<file path="src/sha512_pkg.sv">
`default_nettype none
package sha512_pkg;

  localparam int WordW  = 64;
  localparam int Rounds = 80;

  typedef logic [WordW-1:0] word_t;

  localparam word_t IvTab [8] = '{
    64'h6a09e667f3bcc908, 64'hbb67ae8584caa73b, 64'h3c6ef372fe94f82b,
    64'ha54ff53a5f1d36f1, 64'h510e527fade682d1, 64'h9b05688c2b3e6c1f,
    64'h1f83d9abfb41bd6b, 64'h5be0cd19137e2179
  };

  localparam word_t KTab [80] = '{
    64'h428a2f98d728ae22, 64'h7137449123ef65cd, 64'hb5c0fbcfec4d3b2f, 64'he9b5dba58189dbbc,
    64'h3956c25bf348b538, 64'h59f111f1b605d019, 64'h923f82a4af194f9b, 64'hab1c5ed5da6d8118,
    64'hd807aa98a3030242, 64'h12835b0145706fbe, 64'h243185be4ee4b28c, 64'h550c7dc3d5ffb4e2,
    64'h72be5d74f27b896f, 64'h80deb1fe3b1696b1, 64'h9bdc06a725c71235, 64'hc19bf174cf692694,
    64'he49b69c19ef14ad2, 64'hefbe4786384f25e3, 64'h0fc19dc68b8cd5b5, 64'h240ca1cc77ac9c65,
    64'h2de92c6f592b0275, 64'h4a7484aa6ea6e483, 64'h5cb0a9dcbd41fbd4, 64'h76f988da831153b5,
    64'h983e5152ee66dfab, 64'ha831c66d2db43210, 64'hb00327c898fb213f, 64'hbf597fc7beef0ee4,
    64'hc6e00bf33da88fc2, 64'hd5a79147930aa725, 64'h06ca6351e003826f, 64'h142929670a0e6e70,
    64'h27b70a8546d22ffc, 64'h2e1b21385c26c926, 64'h4d2c6dfc5ac42aed, 64'h53380d139d95b3df,
    64'h650a73548baf63de, 64'h766a0abb3c77b2a8, 64'h81c2c92e47edaee6, 64'h92722c851482353b,
    64'ha2bfe8a14cf10364, 64'ha81a664bbc423001, 64'hc24b8b70d0f89791, 64'hc76c51a30654be30,
    64'hd192e819d6ef5218, 64'hd69906245565a910, 64'hf40e35855771202a, 64'h106aa07032bbd1b8,
    64'h19a4c116b8d2d0c8, 64'h1e376c085141ab53, 64'h2748774cdf8eeb99, 64'h34b0bcb5e19b48a8,
    64'h391c0cb3c5c95a63, 64'h4ed8aa4ae3418acb, 64'h5b9cca4f7763e373, 64'h682e6ff3d6b2b8a3,
    64'h748f82ee5defb2fc, 64'h78a5636f43172f60, 64'h84c87814a1f0ab72, 64'h8cc702081a6439ec,
    64'h90befffa23631e28, 64'ha4506cebde82bde9, 64'hbef9a3f7b2c67915, 64'hc67178f2e372532b,
    64'hca273eceea26619c, 64'hd186b8c721c0c207, 64'heada7dd6cde0eb1e, 64'hf57d4f7fee6ed178,
    64'h06f067aa72176fba, 64'h0a637dc5a2c898a6, 64'h113f9804bef90dae, 64'h1b710b35131c471b,
    64'h28db77f523047d84, 64'h32caab7b40c72493, 64'h3c9ebe0a15c9bebc, 64'h431d67c49c100d4c,
    64'h4cc5d4becb3e42b6, 64'h597f299cfc657e2a, 64'h5fcb6fab3ad6faec, 64'h6c44198c4a475817
  };

  function automatic word_t rotr(input word_t x, input int n);
    rotr = (x >> n) | (x << (WordW - n));
  endfunction

endpackage
`default_nettype wire

</file>
<file path="src/sha512_round.sv">
`default_nettype none
// One SHA-512 round over the registered working variables.
module sha512_round
  import sha512_pkg::*;
(
  input  word_t v_in  [8],
  input  word_t w,
  input  word_t k,
  output word_t v_out [8]
);
  word_t t1, t2, s1, s0, ch, maj;

  always_comb begin
    s1  = rotr(v_in[4], 14) ^ rotr(v_in[4], 18) ^ rotr(v_in[4], 41);
    ch  = (v_in[4] & v_in[5]) ^ (~v_in[4] & v_in[6]);
    s0  = rotr(v_in[0], 28) ^ rotr(v_in[0], 34) ^ rotr(v_in[0], 39);
    maj = (v_in[0] & v_in[1]) ^ (v_in[0] & v_in[2]) ^ (v_in[1] & v_in[2]);
    t1  = v_in[7] + s1 + ch + k + w;
    t2  = s0 + maj;
    v_out[7] = v_in[6];
    v_out[6] = v_in[5];
    v_out[5] = v_in[4];
    v_out[4] = v_in[3] + t1;
    v_out[3] = v_in[2];
    v_out[2] = v_in[1];
    v_out[1] = v_in[0];
    v_out[0] = t1 + t2;
  end
endmodule
`default_nettype wire
</file>
<file path="config.mk">
export PLATFORM = sky130hd
export DESIGN_NAME = sha512_round
export DESIGN_NICKNAME = d
export VERILOG_FILES = /design/src/sha512_pkg.sv /design/src/sha512_round.sv
export SDC_FILE = /design/constraint.sdc
export NUM_CORES = 1
export LEC_CHECK = 0
export BUFFER_PORTS_ARGS = -buffer_cell sky130_fd_sc_hd__buf_2
export CAP_MARGIN = 20
export CORE_AREA = 2 2 453 455
export DETAILED_ROUTE_END_ITERATION = 10
export DIE_AREA = 0 0 455 457
export GPL_ROUTABILITY_DRIVEN = 0
export PLACE_DENSITY = 0.3
export RECOVER_POWER = 25
export SETUP_SLACK_MARGIN = 0.05
export SLEW_MARGIN = 20
export SYNTH_ARGS = -nofsm -noshare
export SYNTH_HDL_FRONTEND = slang
export SYNTH_SLANG_ARGS = --single-unit
</file>
<file path="constraint.sdc">
create_clock -name vclk -period 13.14
set_input_delay 0.657 -clock vclk [all_inputs]
set_output_delay 0.657 -clock vclk [all_outputs]
set_load 0.02 [all_outputs]
</file>
## Word level (Yosys, flattened, before mapping)

Index checks and enable logic that the tools add are counted.

| word-level totals | value |
|---|---|
| flip-flop bits (word level) | 0 |
| latch bits | 0 |
| bits in writable memories | 0 |
| memory bits (read-only) | 0 |
| input bits | 640 |
| output and inout port bits | 512 |
| memories kept | 0 |

| cells by class | value |
|---|---|
| add/subtract/negate cells | 7 |
| multipliers | 0 |
| divide/modulo/power cells | 0 |
| magnitude comparators | 0 |
| equal/unequal tests | 0 |
| shift-type cells | 0 |
| muxes and demuxes | 0 |
| bitwise operators | 19 |
| reduce and logical (&&, ||, !) cells | 0 |

Operators with widths:

| kind | number |
|---|---|
| $add 64x64->64 | 7 |
| $xor 64x64->64 | 7 |
| $and 64x64->64 | 5 |
| $not 64->64 | 1 |
| $or 23x64->64 | 1 |
| $or 25x64->64 | 1 |
| $or 30x64->64 | 1 |
| $or 36x64->64 | 1 |
| $or 46x64->64 | 1 |
| $or 50x64->64 | 1 |

## Longest topological paths before layout

Gate-level depths: netlist (run 1).

| depth | value |
|---|---|
| depth in word-level cells | 8 |
| mapped depth | 35 |
| mapped depth without buffers | 33 |

## Least setup slack after synthesis (run 1)

Ideal clock, no wire load.

| timing | value |
|---|---|
| path kind | input port to output port |
| start | input v_in[13] (netlist bit) |
| end | output v_out[504] (netlist bit) |
| arrival | 7.497 ns |
| setup slack | 4.986 ns |
| stages | 32 |
| path through | inv_1 -> fa_1 -> inv_1 -> fa_1 -> inv_1 -> fa_1 -> inv_1 -> ha_1 -> nand3_1 -> or3_1 -> o21ai_1 -> nor3b_1 -> o311ai_1 -> a21oi_1 -> a31oi_1 -> o21bai_1 -> xor2_1 -> inv_1 -> fa_1 -> inv_1 -> ha_1 -> clkbuf_1 -> a21o_1 -> a21oi_1 -> o21ai_0 -> a221oi_1 -> o41ai_4 -> a211oi_1 -> nor3_4 -> a21oi_2 -> o21ai_1 -> xnor2_1 |

RTL lines:

| element | line | text |
|---|---|---|
| from (decl) | sha512_round.sv:6 | `input word_t v_in [8],` |
| to (decl) | sha512_round.sv:9 | `output word_t v_out [8]` |

==> results of run 1 <==
## layer usage
layer / up-vias / share of wire [%] / global-route usage (%)
li1: 11600 / - / -
met1: 12000 / 39 / 20.1
met2: 925 / 54 / 34.5
met3: 238 / 3.9 / 2.03
met4: 36 / 2.4 / 3.14
met5: - / 0.12 / 0
## per-stage QoR
step	setup WS, ns	instance area, um^2
final	2.69	30700
after global routing	2.27	30700
after CTS	2.51	30800
after detailed placement	2.56	30800
after global placement	2.64	30800
after floorplan	4.99	24900
## worst paths after layout
check / startpoint / endpoint / slack [ns] / depth (start not counted)
min: v_in[350] / v_out[286] / 1.56 / 2
max: v_in[234] / v_out[511] / 2.69 / 29
## layout make-up
type | count | area [um^2] | share of cell area, %
multi-input combinational | 2143 | 19200 | 62.5
timing repair buffer | 1154 | 5620 | 18.3
tap | 2688 | 3360 | 11.0
inverter | 657 | 2470 | 8.03
antenna | 20 | 50.0 | 0.163
## placed cells by master, fill, tap and decap left out, drive strengths merged, types with 98 or more instances in the layout
cell    instances
inv           657
a21o          180
buf          1026
nand2          98
clkbuf        128
nor2          102
o21ai         164
a21oi         211
ha            189
xor2          150
fa            253
xnor2         298
## kinds of logic (layout without fill, tap and decap cells)
| logic type | Yosys count | in the layout | synth area share (%) |
|---|---|---|---|
| AOI/OAI and AO/OA | 756 | 756 | 20.0 |
| xor gates and xnor gates | 448 | 448 | 15.8 |
| adders and majority gates | 445 | 445 | 30.0 |
| buffers and inverters | 1127 | 1811 | 22.9 |
| muxes | 64 | 64 | 2.68 |
| other | 0 | 20 | 0 |
| and+or+nand+nor | 430 | 430 | 8.67 |
==> results by group, run 1 <==
Outcome
  • Status: finished clean

STA
  • Final setup fails: 0
  • Worst rel slew slack: 20.5%
  • Worst Hold Slack: 1.56 ns
  • Fmax achieved: 95.7 MHz
  • Final Critical Period: 10.45 ns
  • Slew Limit Fails: 0
  • Unrepaired setup endpoints after global routing: false
  • Final Hold Fails: 0
  • Period utilization: 79.5%
  • Worst slew pin tran: 1.18 ns
  • Setup TNS: 0 ns

Cells and area
  • Area Growth Syn to Fin: 23.3%
  • Clock buf count: 0
  • FF+latch count: 0
  • Share of cells above drive strength 1: 27.5%
  • Finished Core Util: 15.1%
  • Post-layout nets: 5,038
  • Sequential cell area: 0 um^2
  • Layout Cells excl Fill: 6,662
  • Fillers: 23,700

Setup path
  • CP Data Required Time: 12.48 ns
  • Critical path type: in2out
  • Most frequent cell on the critical path: fa_1
  • Slowest stage delay, CP: 0.91 ns
  • Worst EP arrival: 9.79 ns
  • Startpoint types: primary input
  • Top Family by Delay on Critical Path: compound AO/OA/AOI/OAI gates
  • Critical path buffers and inverters: 5
  • CP max stage cell: nor4_1
  • CP Capture Type: output pin
  • Peak fanout along the critical path: 7

Routing
  • Drt first pass iters: 5
  • Via count: about 25,000
  • Final ANT Viol Nets: 0
  • Vias/cell: 3.72
  • WL final: 190,000 um
  • Drt wl/cell: 28.5 um
  • DRC viols: 0
  • First DRT Iteration DRCs: 1,276

Floorplanning
  • I/O pin count: 1,152
  • Initial core utilization: 12.2%
  • DIE AREA: 208,000 um^2
  • Die span in x: ~460 um
  • Rows: 166
  • Chip height: 457 um
  • Core Area: 203,000 um^2

Placement
  • Detailed Place HPWL: ~180,000 um
  • Number of I/O port buffers: around 1,200
  • Placed cells: 6,642

Global routing
  • GRT Overall Usage: around 18%
  • Global-route wire length before repair: 244,000 um
  • Gr ovfl total: 0
  • Initial antenna violation count: 115
  • Vias in the first global route: 25,700
  • Largest net degree at the start of global routing: 14

Logic synthesis
  • Syn Nets: around 4,400
  • Cells after Synth: around 3,300
  • Mapped Area: 24,900 um^2
  • Area fraction of the dominant cell type after synthesis: 20.3%
  • YS warnings: 0
  • Top post-synthesis cells by area: fa_1 (20%), buf_4 (12%), xnor2_1 (10%), inv_1 (9.9%), ha_1 (9.5%)
  • Seq/Total Area, Yosys: 0%
  • Synth unique cells: between 80 and 90
  • Synth cell count leaders: inv_1 (657), buf_4 (386), xnor2_1 (297)
  • Avg Cell Area, Syn: 7.61 um^2
  • Most numerous cell in the Yosys netlist: inv_1
  • Area leader, netlist: fa_1

Worst hold path
  • Hold Path Class: in2out

Clocking
  • Hold buffers post-CTS: 0
  • CTS resizes: 0
  • Post-CTS Setup Bufs: 0

Run
  • # Max-Cap Violations: 0
Power of run 1 is not shown: default switching activity piles up to over one toggle a cycle in this logic, so the estimate is an artifact.
==> run 2: changes to the inputs <==
==> constraint.sdc (replaced) <==
create_clock -name vclk -period 10.48
set_input_delay 0.524 -clock vclk [all_inputs]
set_output_delay 0.524 -clock vclk [all_outputs]
set_load 0.02 [all_outputs]
==> run 2 against run 1 <==
  * Global-route usage grew 0.19 points
  * First-iteration DRC count shrank 16%
  * Sequential share of layout area is the same
  * Non-clock buffer count grew 54
  * Critical path type unchanged
  * Largest cell class unchanged
  * Highest routed layer unchanged
==> results by group, run 2 (synthesis gave the netlist of run 1 again) <==
Routing
  • Final ANT Viol Nets: 0 (unchanged)
  • WL final: 193,000 um (was 190,000 um)
  • Vias/cell: 3.72 (about the same)
  • Drt first pass iters: 5 (unchanged)
  • DRC viols: 0 (unchanged)
  • First DRT Iteration DRCs: 1,073 (was 1,276)
  • Drt wl/cell: 28.7 um (was 28.5 um)
  • Via count: 25,000 (was 24,800)

Floorplanning
  • Chip height: 457 um (unchanged)
  • Rows: 166 (unchanged)
  • Die span in x: 455 um (unchanged)
  • DIE AREA: 208,000 um^2 (unchanged)
  • Core Area: 203,000 um^2 (unchanged)
  • I/O pin count: 1,152 (unchanged)
  • Initial core utilization: 12.2% (unchanged)

STA
  • Unrepaired setup endpoints after global routing: false (unchanged)
  • Fmax achieved: 104 MHz
  • Final setup fails: 0 (unchanged)
  • Worst rel slew slack: 33.0% (was 20.5%)
  • Final Hold Fails: 0 (unchanged)
  • Worst slew pin tran: 0.995 ns (was 1.18 ns)
  • Final Critical Period: a little under 10 ns
  • Setup TNS: 0 ns (unchanged)
  • Slew Limit Fails: 0 (unchanged)
  • Period utilization: 92.1%

Cells and area
  • Clock buf count: 0 (unchanged)
  • FF+latch count: 0 (unchanged)
  • Area Growth Syn to Fin: 24.9% (was 23.3%)
  • Commonest non-fill, non-tap cells in the layout: buf_2 (1,024), inv_1 (657), xnor2_1 (297) (unchanged)
  • Post-layout nets: 5,092 (was 5,038)
  • Fillers: 23,600 (was 23,700)
  • Share of cells above drive strength 1: 28.5% (was 27.5%)
  • Sequential cell area: 0 um^2 (unchanged)
  • Design area: 31,100 um^2 (was 30,700 um^2)
  • Finished Core Util: 15.3% (was 15.1%)
  • Area taken by multi-input logic gates: 19,200 um^2 (unchanged)
  • Commonest non-fill, non-tap cell in the layout: buf_2 (unchanged)

Run
  • # Max-Cap Violations: 0 (unchanged)

Setup path
  • Startpoint types: primary input (unchanged)
  • CP Data Required Time: 9.96 ns (was 12.48 ns)
  • Peak fanout along the critical path: 8 (was 7)
  • Worst EP arrival: 9.13 ns (was 9.79 ns)
  • CP Capture Type: output pin (unchanged)
  • Slowest stage delay, CP: 0.56 ns (was 0.91 ns)
  • Critical path type: in2out (unchanged)
  • Most frequent cell on the critical path: inv_1 (was fa_1)
  • CP max stage cell: fa_1 (was nor4_1)

Clocking
  • CTS resizes: 0 (unchanged)
  • Post-CTS Setup Bufs: 0 (unchanged)
  • Hold buffers post-CTS: 0 (unchanged)

Placement
  • Number of I/O port buffers: 1,152 (unchanged)
  • Detailed Place HPWL: 182,000 um (was 178,000 um)
  • DP Area: 31,200 um^2 (was 30,800 um^2)

Global routing
  • Gr ovfl total: 0 (unchanged)
  • Global-route wire length before repair: 245,000 um (was 244,000 um)
  • Largest net degree at the start of global routing: 14 (unchanged)
  • Vias in the first global route: 25,600 (was 25,700)
  • Initial antenna violation count: 115 (unchanged)
  • GRT Overall Usage: 17.8% (was 17.6%)

Outcome
  • Status: finished clean (unchanged)

Worst hold path
  • Hold Path Class: in2out (unchanged)
## run 2: changes by cell type in the layout (fill, tap and decap cells not counted), sizes merged
cell   previous run  this run
buf            1026      1080
diode            20        17
## run 2: layout make-up
class                           instances  share of cell area (%)
Timing Repair Buffer                 1208                    19.4
Tap cell                             2688                    10.8
Antenna cell                           17                   0.137
Inverter                              657                    7.93
Multi-Input combinational cell       2143                    61.7
## run 2: critical path, delay by kind of cell
kind            cells  cell delay [ns]
compound gates     13             3.07
xor+xnor            4             1.17
fa+ha+maj           5             2.32
buf+inv             7             0.91
simple gates        5             1.08
## run 2: per-layer routing
| metal | up-vias | wire, um | GRT usage, % |
|---|---|---|---|
| li1 | 11700 | - | - |
| met2 | 992 | 106000 | 35.6 |
| met5 | - | 246 | 0 |
| met1 | 12000 | 74700 | 19.8 |
| met3 | 249 | 8080 | 2.27 |
| met4 | 42 | 3480 | 2.45 |
## run 2: worst paths after layout
kind	startpoint	to	slack, ns	cells after the start
worst min-delay path	v_in[420]	v_out[356]	1.30	2
worst max-delay path	v_in[246]	v_out[511]	0.83	34
## run 2: metrics by stage
step           hold slack (ns)  setup WS [ns]  std cells
3_3_place_gp              1.28          0.742       6696
2_1_floorplan             1.16           2.59       3270
4_1_cts                   1.28          0.707       6696
3_5_place_dp              1.28          0.734       6696
6_report                  1.30          0.830       6713
5_1_grt                   1.31          0.149       6705
Power of run 2 is left out for the same reason.
==> run 3: changes to the inputs <==
--- a/config.mk
+++ b/config.mk
@@ -7,14 +7,15 @@
 export LEC_CHECK = 0
 export BUFFER_PORTS_ARGS = -buffer_cell sky130_fd_sc_hd__buf_2
 export CAP_MARGIN = 20
-export CORE_AREA = 2 2 453 455
+export CORE_AREA = 5 5 443 445
 export DETAILED_ROUTE_END_ITERATION = 10
-export DIE_AREA = 0 0 455 457
+export DIE_AREA = 0 0 448 450
 export GPL_ROUTABILITY_DRIVEN = 0
-export PLACE_DENSITY = 0.3
+export PLACE_DENSITY = 0.31
 export RECOVER_POWER = 25
 export SETUP_SLACK_MARGIN = 0.05
 export SLEW_MARGIN = 20
 export SYNTH_ARGS = -nofsm -noshare
 export SYNTH_HDL_FRONTEND = slang
 export SYNTH_SLANG_ARGS = --single-unit
+export TNS_END_PERCENT = 1
==> run 3 against run 2 <==
  * Utilization increased by 0.75 points
  * First-iteration DRC count grew 17%
  * Wire length fell by 1.0%
  * Critical path depth down 1
  * Cell count shrank 2.7%
  * Global-route usage up 0.27 points
  * Maximum frequency rose by 2.7%
==> results by group, run 3 (synthesis gave the netlist of run 1 again) <==
Outcome
  • Status: finished clean (unchanged)

Cells and area
  • Share of cells above drive strength 1: 28.2% (was 28.5%)
  • Clock buf count: 0 (unchanged)
  • FF+latch count: 0 (unchanged)
  • Sequential cell area: 0 um^2 (unchanged)
  • Post-layout nets: 5,076 (was 5,092)
  • Fillers: 22,300 (was 23,600)
  • Area Growth Syn to Fin: 23.6% (was 24.9%)
  • Commonest non-fill, non-tap cell in the layout: buf_2 (unchanged)
  • Commonest non-fill, non-tap cells in the layout: buf_2 (1,024), inv_1 (657), xnor2_1 (297) (unchanged)

Setup path
  • CP Capture Type: output pin (unchanged)
  • Slowest stage delay, CP: 0.51 ns (was 0.56 ns)
  • CP max stage cell: fa_1 (unchanged)
  • Critical path buffers and inverters: 6 (was 7)
  • Worst EP arrival: 8.87 ns (was 9.13 ns)
  • Peak fanout along the critical path: 5 (was 8)
  • Startpoint types: primary input (unchanged)
  • Critical path type: in2out (unchanged)
  • CP Data Required Time: 9.96 ns (about the same)
  • Top Family by Delay on Critical Path: compound AO/OA/AOI/OAI gates (unchanged)

Global routing
  • GRT Overall Usage: 18.0% (was 17.8%)
  • Vias in the first global route: 26,100 (was 25,600)
  • Gr ovfl total: 0 (unchanged)
  • Global-route wire length before repair: 245,000 um (about the same)
  • Largest net degree at the start of global routing: 14 (unchanged)
  • Initial antenna violation count: 88 (was 115)

Floorplanning
  • Initial core utilization: 13.0% (was 12.2%)
  • Core Area: 192,000 um^2 (was 203,000 um^2)
  • I/O pin count: 1,152 (unchanged)
  • Rows: 161 (was 166)
  • DIE AREA: 202,000 um^2 (was 208,000 um^2)
  • Die span in x: 448 um (was 455 um)
  • Chip height: 450 um (was 457 um)

Worst hold path
  • Hold Path Class: in2out (unchanged)
  • Hold worst-path end: v_out[31] (was v_out[356])
  • Hold Startpoint: v_in[95] (was v_in[420])
  • Worst Hold Depth: 2 (unchanged)

STA
  • Unrepaired setup endpoints after global routing: false (unchanged)
  • Setup TNS: 0 ns (unchanged)
  • Slew Limit Fails: 0 (unchanged)
  • Final Hold Fails: 0 (unchanged)
  • Fmax achieved: 106 MHz (was 104 MHz)
  • Worst rel slew slack: 32.1% (was 33.0%)
  • Final Critical Period: 9.39 ns (was 9.65 ns)
  • Period utilization: 89.6% (was 92.1%)
  • Worst slew pin tran: 1.01 ns (was 0.995 ns)
  • Final setup fails: 0 (unchanged)

Routing
  • Vias/cell: 3.78 (was 3.72)
  • Final ANT Viol Nets: 0 (unchanged)
  • WL final: 191,000 um (was 193,000 um)
  • Drt wl/cell: 29.3 um (was 28.7 um)
  • Drt first pass iters: 5 (unchanged)
  • Via count: 24,700 (was 25,000)
  • First DRT Iteration DRCs: 1,254 (was 1,073)
  • DRC viols: 0 (unchanged)

Placement
  • Detailed Place HPWL: 179,000 um (was 182,000 um)
  • Number of I/O port buffers: 1,152 (unchanged)

Clocking
  • Post-CTS Setup Bufs: 0 (unchanged)
  • CTS resizes: 0 (unchanged)
  • Hold buffers post-CTS: 0 (unchanged)

Run
  • # Max-Cap Violations: 0 (unchanged)
-- run 3: cell types whose count changed in the layout (fill, tap and decap cells not counted) --
cell / delta
buf_4: -16
diode_2: -5
-- run 3: through the flow --
stage	utilization, %	cells	hold slack (ns)	instance area [um^2]	worst slack [ns]
final	16.0	6530	1.31	30800	1.09
after global routing	16.0	6527	1.32	30800	0.432
after CTS	16.1	6518	1.28	30900	0.822
after detailed placement	16.1	6518	1.28	30900	0.852
after global placement	16.1	6518	1.28	30900	0.896
after floorplan	-	3270	1.16	24900	2.59
-- run 3: final cells by class --
class	instances	area [um^2]	share of cell area, %
Antenna cell	12	30.0	0.0976
Inverter	657	2470	8.02
Multi-Input combinational cell	2143	19200	62.4
Tap cell	2526	3160	10.3
Timing Repair Buffer	1192	5910	19.2
-- run 3: worst max path at each step --
stage | from | to | depth (start not counted) | slack [ns]
2_1_floorplan | v_in[13] | v_out[504] | 32 | 2.59
3_3_place_gp | v_in[234] | v_out[506] | 33 | 0.90
3_5_place_dp | v_in[234] | v_out[506] | 31 | 0.85
4_1_cts | v_in[234] | v_out[506] | 31 | 0.82
5_1_grt | v_in[238] | v_out[506] | 30 | 0.43
6_report | v_in[234] | v_out[510] | 33 | 1.09
-- run 3: per-layer routing --
| layer | routed length (um) | vias up | track usage [%] |
|---|---|---|---|
| met3 | 6590 | 222 | 1.68 |
| li1 | - | 11700 | - |
| met5 | 101 | - | 0 |
| met2 | 106000 | 858 | 36.3 |
| met1 | 73400 | 12000 | 20.3 |
| met4 | 5070 | 16 | 3.43 |
Power of run 3 is left out for the same reason.
